[src/rtl/par_pkg.sv]
// Shared types, constants and AES helper functions for the address resolver.
`timescale 1ns / 1ps
package par_pkg;

  localparam int MaxKeysDefault = 16;

  localparam logic [1:0] EnableRun  = 2'd3;
  localparam logic [1:0] RandTag    = 2'b01;
  localparam int         AesRounds  = 10;

  localparam logic [1:0] RegEnable = 2'd0;
  localparam logic [1:0] RegKeyCount = 2'd1;
  localparam logic [1:0] RegIrqEnable = 2'd2;

  localparam logic ActLoad  = 1'b0;
  localparam logic ActStart = 1'b1;

  typedef struct packed {
    logic        action;
    logic [3:0]  key_index;
    logic [63:0] key_high;
    logic [63:0] key_low;
    logic [47:0] address;
  } in_word_t;

  typedef struct packed {
    logic       resolved;
    logic [3:0] status_index;
    logic [4:0] keys_checked;
    logic       interrupt;
  } out_word_t;

  // controller to datapath
  typedef struct packed {
    logic latch;      // capture address
    logic key_load;   // load key from table slot, state from plaintext and key
    logic round;      // run one AES round
  } dp_cmd_t;

  // datapath to controller
  typedef struct packed {
    logic match;
    logic last_round;
    logic resolvable;
  } dp_stat_t;

  function automatic logic [7:0] sbox(input logic [7:0] x);
    logic [7:0] t [256];
    t = '{
      8'h63,8'h7c,8'h77,8'h7b,8'hf2,8'h6b,8'h6f,8'hc5,8'h30,8'h01,8'h67,8'h2b,8'hfe,8'hd7,8'hab,8'h76,
      8'hca,8'h82,8'hc9,8'h7d,8'hfa,8'h59,8'h47,8'hf0,8'had,8'hd4,8'ha2,8'haf,8'h9c,8'ha4,8'h72,8'hc0,
      8'hb7,8'hfd,8'h93,8'h26,8'h36,8'h3f,8'hf7,8'hcc,8'h34,8'ha5,8'he5,8'hf1,8'h71,8'hd8,8'h31,8'h15,
      8'h04,8'hc7,8'h23,8'hc3,8'h18,8'h96,8'h05,8'h9a,8'h07,8'h12,8'h80,8'he2,8'heb,8'h27,8'hb2,8'h75,
      8'h09,8'h83,8'h2c,8'h1a,8'h1b,8'h6e,8'h5a,8'ha0,8'h52,8'h3b,8'hd6,8'hb3,8'h29,8'he3,8'h2f,8'h84,
      8'h53,8'hd1,8'h00,8'hed,8'h20,8'hfc,8'hb1,8'h5b,8'h6a,8'hcb,8'hbe,8'h39,8'h4a,8'h4c,8'h58,8'hcf,
      8'hd0,8'hef,8'haa,8'hfb,8'h43,8'h4d,8'h33,8'h85,8'h45,8'hf9,8'h02,8'h7f,8'h50,8'h3c,8'h9f,8'ha8,
      8'h51,8'ha3,8'h40,8'h8f,8'h92,8'h9d,8'h38,8'hf5,8'hbc,8'hb6,8'hda,8'h21,8'h10,8'hff,8'hf3,8'hd2,
      8'hcd,8'h0c,8'h13,8'hec,8'h5f,8'h97,8'h44,8'h17,8'hc4,8'ha7,8'h7e,8'h3d,8'h64,8'h5d,8'h19,8'h73,
      8'h60,8'h81,8'h4f,8'hdc,8'h22,8'h2a,8'h90,8'h88,8'h46,8'hee,8'hb8,8'h14,8'hde,8'h5e,8'h0b,8'hdb,
      8'he0,8'h32,8'h3a,8'h0a,8'h49,8'h06,8'h24,8'h5c,8'hc2,8'hd3,8'hac,8'h62,8'h91,8'h95,8'he4,8'h79,
      8'he7,8'hc8,8'h37,8'h6d,8'h8d,8'hd5,8'h4e,8'ha9,8'h6c,8'h56,8'hf4,8'hea,8'h65,8'h7a,8'hae,8'h08,
      8'hba,8'h78,8'h25,8'h2e,8'h1c,8'ha6,8'hb4,8'hc6,8'he8,8'hdd,8'h74,8'h1f,8'h4b,8'hbd,8'h8b,8'h8a,
      8'h70,8'h3e,8'hb5,8'h66,8'h48,8'h03,8'hf6,8'h0e,8'h61,8'h35,8'h57,8'hb9,8'h86,8'hc1,8'h1d,8'h9e,
      8'he1,8'hf8,8'h98,8'h11,8'h69,8'hd9,8'h8e,8'h94,8'h9b,8'h1e,8'h87,8'he9,8'hce,8'h55,8'h28,8'hdf,
      8'h8c,8'ha1,8'h89,8'h0d,8'hbf,8'he6,8'h42,8'h68,8'h41,8'h99,8'h2d,8'h0f,8'hb0,8'h54,8'hbb,8'h16
    };
    return t[x];
  endfunction

  function automatic logic [7:0] xt(input logic [7:0] x);
    return {x[6:0], 1'b0} ^ (x[7] ? 8'h1b : 8'h00);
  endfunction

endpackage

[src/rtl/par_ctrl.sv]
// Controller: sequences key fetch, ten AES rounds per key and the result word.
`timescale 1ns / 1ps
module par_ctrl import par_pkg::*; #(
  parameter int MaxKeys = MaxKeysDefault,
  parameter int IdxW = (MaxKeys > 1) ? $clog2(MaxKeys) : 1
) (
  input  logic            clk,
  input  logic            rst,
  input  logic            go,
  input  logic [4:0]      key_count,
  input  logic [2:0]      irq_en,
  input  dp_stat_t        stat,
  output dp_cmd_t         cmd,
  output logic [IdxW-1:0] rd_idx,
  output logic            busy,
  output logic            done,
  output out_word_t       result
);

  typedef enum logic [2:0] {Idle, Check, Fetch, Seed, Rounds, Compare} state_t;
  state_t state;
  logic [6:0] tries;
  logic [6:0] cnt;
  logic [3:0] status;

  localparam logic [6:0] MaxK = 7'(MaxKeys);

  always_comb begin
    cmd.latch    = go;
    cmd.key_load = (state == Seed);
    cmd.round    = (state == Rounds);
  end

  assign rd_idx = cnt[IdxW-1:0];
  assign busy   = (state != Idle);

  always_ff @(posedge clk) begin
    if (rst) begin
      state  <= Idle;
      done   <= 1'b0;
      status <= 4'd0;
      cnt    <= '0;
      tries  <= '0;
      result <= '0;
    end else begin
      done <= 1'b0;
      unique case (state)
        Idle: begin
          if (go) begin
            tries <= ({2'b0, key_count} > MaxK) ? MaxK : {2'b0, key_count};
            cnt   <= '0;
            state <= Check;
          end
        end
        Check: begin
          if (!stat.resolvable || cnt == tries) begin
            result.resolved     <= 1'b0;
            result.status_index <= status;
            result.keys_checked <= tries[4:0];
            result.interrupt    <= irq_en[0] | irq_en[2];
            done  <= 1'b1;
            state <= Idle;
          end else begin
            state <= Fetch;
          end
        end
        Fetch:  state <= Seed;
        Seed:   state <= Rounds;
        Rounds: if (stat.last_round) state <= Compare;
        Compare: begin
          if (stat.match) begin
            status              <= cnt[3:0];
            result.resolved     <= 1'b1;
            result.status_index <= cnt[3:0];
            result.keys_checked <= 5'(cnt + 7'd1);
            result.interrupt    <= irq_en[0] | irq_en[1];
            done  <= 1'b1;
            state <= Idle;
          end else begin
            cnt   <= cnt + 7'd1;
            state <= Check;
          end
        end
        default: state <= Idle;
      endcase
    end
  end

  a_done_idle: assert property (@(posedge clk) disable iff (rst) done |-> state == Idle)
    else $error("done outside idle");
  a_cnt_range: assert property (@(posedge clk) disable iff (rst) cnt <= tries)
    else $error("key counter overran");
  a_go_busy: assert property (@(posedge clk) disable iff (rst) go |=> busy)
    else $error("start not taken");

endmodule

[config.mk]
export PLATFORM = sky130hd
export DESIGN_NAME = par_ctrl
export DESIGN_NICKNAME = d
export VERILOG_FILES = /design/src/rtl/par_pkg.sv /design/src/rtl/par_ctrl.sv
export SDC_FILE = /design/constraint.sdc
export NUM_CORES = 1
export LEC_CHECK = 0
export BUFFER_PORTS_ARGS = -buffer_cell sky130_fd_sc_hd__buf_2
export CORE_MARGIN = 10
export CORE_UTILIZATION = 54
export DETAILED_ROUTE_END_ITERATION = 16
export PLACE_DENSITY = 0.79
export SLEW_MARGIN = 40
export SYNTH_ARGS = -nofsm -noshare
export SYNTH_HDL_FRONTEND = slang
export SYNTH_SLANG_ARGS = --single-unit
[constraint.sdc]
create_clock -name clk -period 2.2 [get_ports clk]
set_input_delay 0.11 -clock clk [delete_from_list [all_inputs] [get_ports clk]]
set_output_delay 0.11 -clock clk [all_outputs]
set_load 0.005 [all_outputs]
-- Yosys cells after proc, flatten, opt, wreduce, memory -nomap -nowiden
Cells that the tools add are included.
- add/subtract/negate cells: 1
- multiplexer cells: 15
- bitwise logic cells: 2
- $lt $le $gt $ge: 1
- shift operators: 0
- reductions and logical operators: 11
- eq/ne operators: 11
- $mul: 0
- divide/modulo/power cells: 0
- operators by type and width (operator ; count):
    $mux W11 ; 2
    $pmux W11 S2 ; 1
    $pmux W3 S6 ; 1
    $mux W7 ; 2
    $pmux W7 S2 ; 1
    $ne A2 B2 Y1 const B ; 5
    $add A7 B1 Y7 const B ; 1
    $eq A7 B7 Y1 ; 1
    $eq A3 B2 Y1 const B ; 2
    $eq A3 B3 Y1 const B ; 2
    $mux W3 ; 2
    $reduce_and A2 Y1 ; 3
    $reduce_and A3 Y1 ; 2
    $gt A5 B5 Y1 const B ; 1
    $mux W5 ; 1
    $reduce_bool A2 Y1 ; 2
    $eq A3 B1 Y1 const B ; 1
    $logic_not A3 Y1 ; 1
    $mux W1 ; 3
    $reduce_bool A3 Y1 ; 1
    $mux W2 ; 1
    $or A1 B1 Y1 ; 2
    $pmux W1 S2 ; 1
    $logic_not A1 Y1 ; 1
    $logic_or A1 B1 Y1 ; 1
- logic and storage cells: 50
- memory bits (writable): 0
- latch bits: 0
- memory bits (read-only): 0
- bits of input ports: 14
- memories kept: 0
- output and inout bits: 20
- register bits after elaboration: 33

-- Logic depth before layout (Yosys ltp)
- word-level depth: 4
- depth in mapped cells: 8
- mapped depth without buffers: 6

-- Least setup slack after synthesis
OpenSTA, ideal clock, no wires.
- path kind: register to register
- start: register state[2]
- end: register cnt[5]
- arrival time: 1443 ps
- slack: 625 ps
- cell stages (with the launch flop): 8
- library setup time: 132 ps
- period minus slack after synthesis: 1575 ps
- cells stage by stage: dfxtp_1 > buf_6 > or4b_4 > buf_6 > nand2_8 > nand4_1 > xnor2_1 > nor3_1
- word-level cells in the longest chain between the ends: 3
- ends and longest elaborated chain (element ; line ; source):
    from (decl) ; par_ctrl.sv:21 ; state_t state;
    from (signal assigned) ; par_ctrl.sv:39 ; state <= Idle;
    from (signal assigned) ; par_ctrl.sv:52 ; state <= Check;
    from (signal assigned) ; par_ctrl.sv:62 ; state <= Idle;
    $eq A3 B3 Y1 / $logic_not A3 Y1 (equally long branches) ; par_ctrl.sv:47 ; unique case (state)
    $ne A2 B2 Y1 (no line) / $reduce_bool A2 Y1 (equally long branches) ; n/a ;
    $reduce_and A3 Y1 (no line) ; n/a ;
    to (signal assigned) ; par_ctrl.sv:80 ; cnt <= cnt + 7'd1;
    to (decl) ; par_ctrl.sv:23 ; logic [6:0] cnt;
Several ways; a longest one is shown, not always the timed one.
A chain may end at the register's enable or synchronous reset.

-- Worst setup path in the final report
- start: register state[0]
- end: register result[1] (netlist bit)
- word-level cells in the longest chain between the ends: 3
- ends and longest elaborated chain (element ; line ; source):
    $eq A3 B1 Y1 / $eq A3 B3 Y1 (equally long branches) ; par_ctrl.sv:47 ;
    $ne A2 B2 Y1 (no line) / $reduce_bool A2 Y1 (equally long branches) ; n/a ;
    $reduce_and A3 Y1 (no line) ; n/a ;
    to (decl) ; par_ctrl.sv:17 ; output out_word_t result
Several ways; a longest one is shown, not always the timed one.

==> reports/metrics.cfg <==
[clocking]
tritoncts = built
clk-insertion-delay-late_ns = 0.34
cts_resized = 0
htreeDepth = 2
numCtsBuffers = 5
cts_sinks = 31
ctsHoldBuffers = 0
post-cts-setup-buffer-count = 0
cts.clk_slew.worst_paths_ns = 0.10
cts_root_buf = clkbuf_4
clk_path_buf_depth = 2

[worst_setup_path]
crit_path_end = result[1]
cp-startpoint = state[0]
cp-end-kind = register
worst-path-max-fanout = 17
crit_arrival_ns = 2.17
cpPeakStageDelay_ns = 0.53
r2r_cells = 5
r2r-start = state[0]
rr_endpoint = result[1]
required_ns = 2.42
cp_cell_sequence = nor3b_2, nand3_1, o211ai_2, o211a_1, nor3_2
cp-start-kind = register
slowest_stage = dfxtp_1
r2r_slack_ns = 0.24
crit_type = register to register

[route]
vias = 1366
wl_um = 3740
detail-route-antenna-nets = 0
wire_per_inst_um = 15.5
viasPerCell = 5.64
drtIter0Drc = 128
firstDrtPassIters = 6
drc_errors = 0

[synth]
async_flop_share = 0
ys_warn_count = 0
netlist_area_mm2 = 0.00162
ys_ff_latch = 31
ys_seq_area_frac = 0.382
syn_avg_cell_area_um2 = 8.64
synth_top_area_frac = 0.382
synthesis.instances = 188
synth_edf_count = 0
synthDistinctLibCells = 42
syn_nets = 203
yosysTopAreaCell = dfxtp_1
synth-main-ff-cell = dfxtp_1
synth_area_leaders = dfxtp_1 38%, nor2_1 6.5%, xnor2_1 3.8%, a21oi_1 3.7%, a211oi_1 3.7%

[timing]
fmax_mhz = 511
setup_viol = 0
finalMaxSlewViolations = 0
holdWs_ns = 0.0531
tns_ns = 0
finalHoldViolations = 0
worstMarginPinSlew_ns = 0.619
rsz0062_at_grt = no
min_period_over_period = 0.890
finClkSkew_ns = 0.00851
maxSlewHeadroom = 0.586
fin_crit_ns = 1.96

[floorplanning]
die_area_mm2 = 0.00560
start_util = 0.579
ios = 34
core_area_mm2 = 0.00281
die_h_um = 74.8
die_w_um = 74.8
num_rows = 19

[pwr]
p_leak_nw = 0.707
vdd_drop_max_mv = 0.362
power_density_mw_per_mm2 = 689

[run_status]
outcome = finished, final reports clean

[cells_and_area]
fin_nets = 225
final.fill_count = 266
diodes = 0
final_layout_size_suffix_gt1_frac = 0.251
area_growth_syn_to_layout_pct = 9.40

[job]
drv_cap = 0

[global_routing]
overflow = 0
antenna_found_initial = 0
grt_pass1_wl_um = 6270
grt_pass1_vias = 1325
grt_max_degree = 34
grtUsageTotal = 0.144

[place]
gp_congestion = 0.895
numPortBuffers = 33
dp_hpwl_um = 2800

[hold_path]
hold_class = input port to register

==> registers in the layout (all words and copies together), names as in the netlist <==
signal,flops
result,11
cnt,7
tries,5
status,4
state,3
done,1
==> cell usage after synthesis, types with 2 or more instances <==
cell type  number
nor2_1         28
xor2_1          3
a22oi_1         2
nand3_1         3
nand2_1        14
a311oi_1        4
xnor2_1         7
buf_4           6
mux2i_1         4
dfxtp_1        31
a31oi_1         2
nor3b_1         6
o21ai_0         4
clkbuf_1        3
nor3_2          2
nand2b_1        3
buf_2           4
a21oi_1        12
inv_1           7
a211oi_1        8
nand4_1         2
nand3b_1        2
buf_6           4
nor3_1          6
o22ai_1         4
==> report_power, final <==
part           internal (mW)  switching, mW
combinational         0.0652         0.0847
sequential             0.585         0.0193
clock                  0.268          0.201
total                  0.919          0.305
==> layout by cell type, fill, tap and decap left out, types with 5 or more instances in the layout <==
cell and instances:
buf_2 33, dfxtp_1 31, nor2_1 28, nand2_1 14
a21oi_1 12, a211oi_1 8, inv_1 7, xnor2_1 7
nor3b_1 6, nor3_1 6, clkbuf_4 5
==> per-stage QoR <==
step,instance area [µm²],setup WS (ns),power (mW),std cells,util
after global placement,1690,0.361,0.760,234,0.603
after global routing,1780,0.0256,1.29,242,0.633
after floorplan,1620,0.625,0.729,188,-
final,1780,0.242,1.22,242,0.633
after detailed placement,1690,0.257,0.769,234,0.603
after CTS,1780,0.233,1.24,242,0.633
==> critical path: cells and delay by family, from the launching register on <==
family             cells  cell delay, ns
AOI/OAI and AO/OA      2            0.79
DFF                    1            0.53
and+or+nand+nor        3            0.51
==> routing by layer <==
metal	GRT usage	wire length, µm	vias to the layer above
met5	0	0	-
met4	0.0504	53	0
met2	0.234	1740	43
met1	0.167	1680	625
li1	-	-	691
met3	0.0565	260	7
==> worst min-delay path by stage <==
| stage | from | end | slack, ns | cells past startpoint |
|---|---|---|---|---|
| global route | key_count[4] | tries[4] | 0.05 | 3 |
| finish | key_count[4] | tries[4] | 0.05 | 3 |
| detailed placement | key_count[4] | tries[4] | 0.42 | 3 |
| global placement | key_count[4] | tries[4] | 0.40 | 3 |
| floorplan | rst | done | 0.18 | 1 |
| CTS | key_count[4] | tries[4] | 0.05 | 3 |
==> kinds of logic (layout without fill, tap and decap cells) <==
| group | after synthesis | after routing | synth area share |
|---|---|---|---|
| multiplexers | 4 | 4 | 0.0247 |
| AO/OA/AOI/OAI | 40 | 40 | 0.164 |
| flip-flops | 31 | 31 | 0.382 |
| adder cells (fa/ha/maj) | 1 | 1 | 0.00770 |
| buffers and inverters | 26 | 49 | 0.106 |
| XOR/XNOR | 10 | 10 | 0.0539 |
| AND/OR/NAND/NOR | 76 | 76 | 0.262 |
==> layout make-up <==
cell class,instances,area [µm²],area share
clock inverter,2,35.0,0.0197
inverter,7,26.3,0.0148
tap,31,38.8,0.0218
multi-input combinational,131,832,0.468
sequential,31,621,0.349
clock buffer,6,51.3,0.0289
timing repair buffer,34,173,0.0972
(Power assumes the default switching activity.)
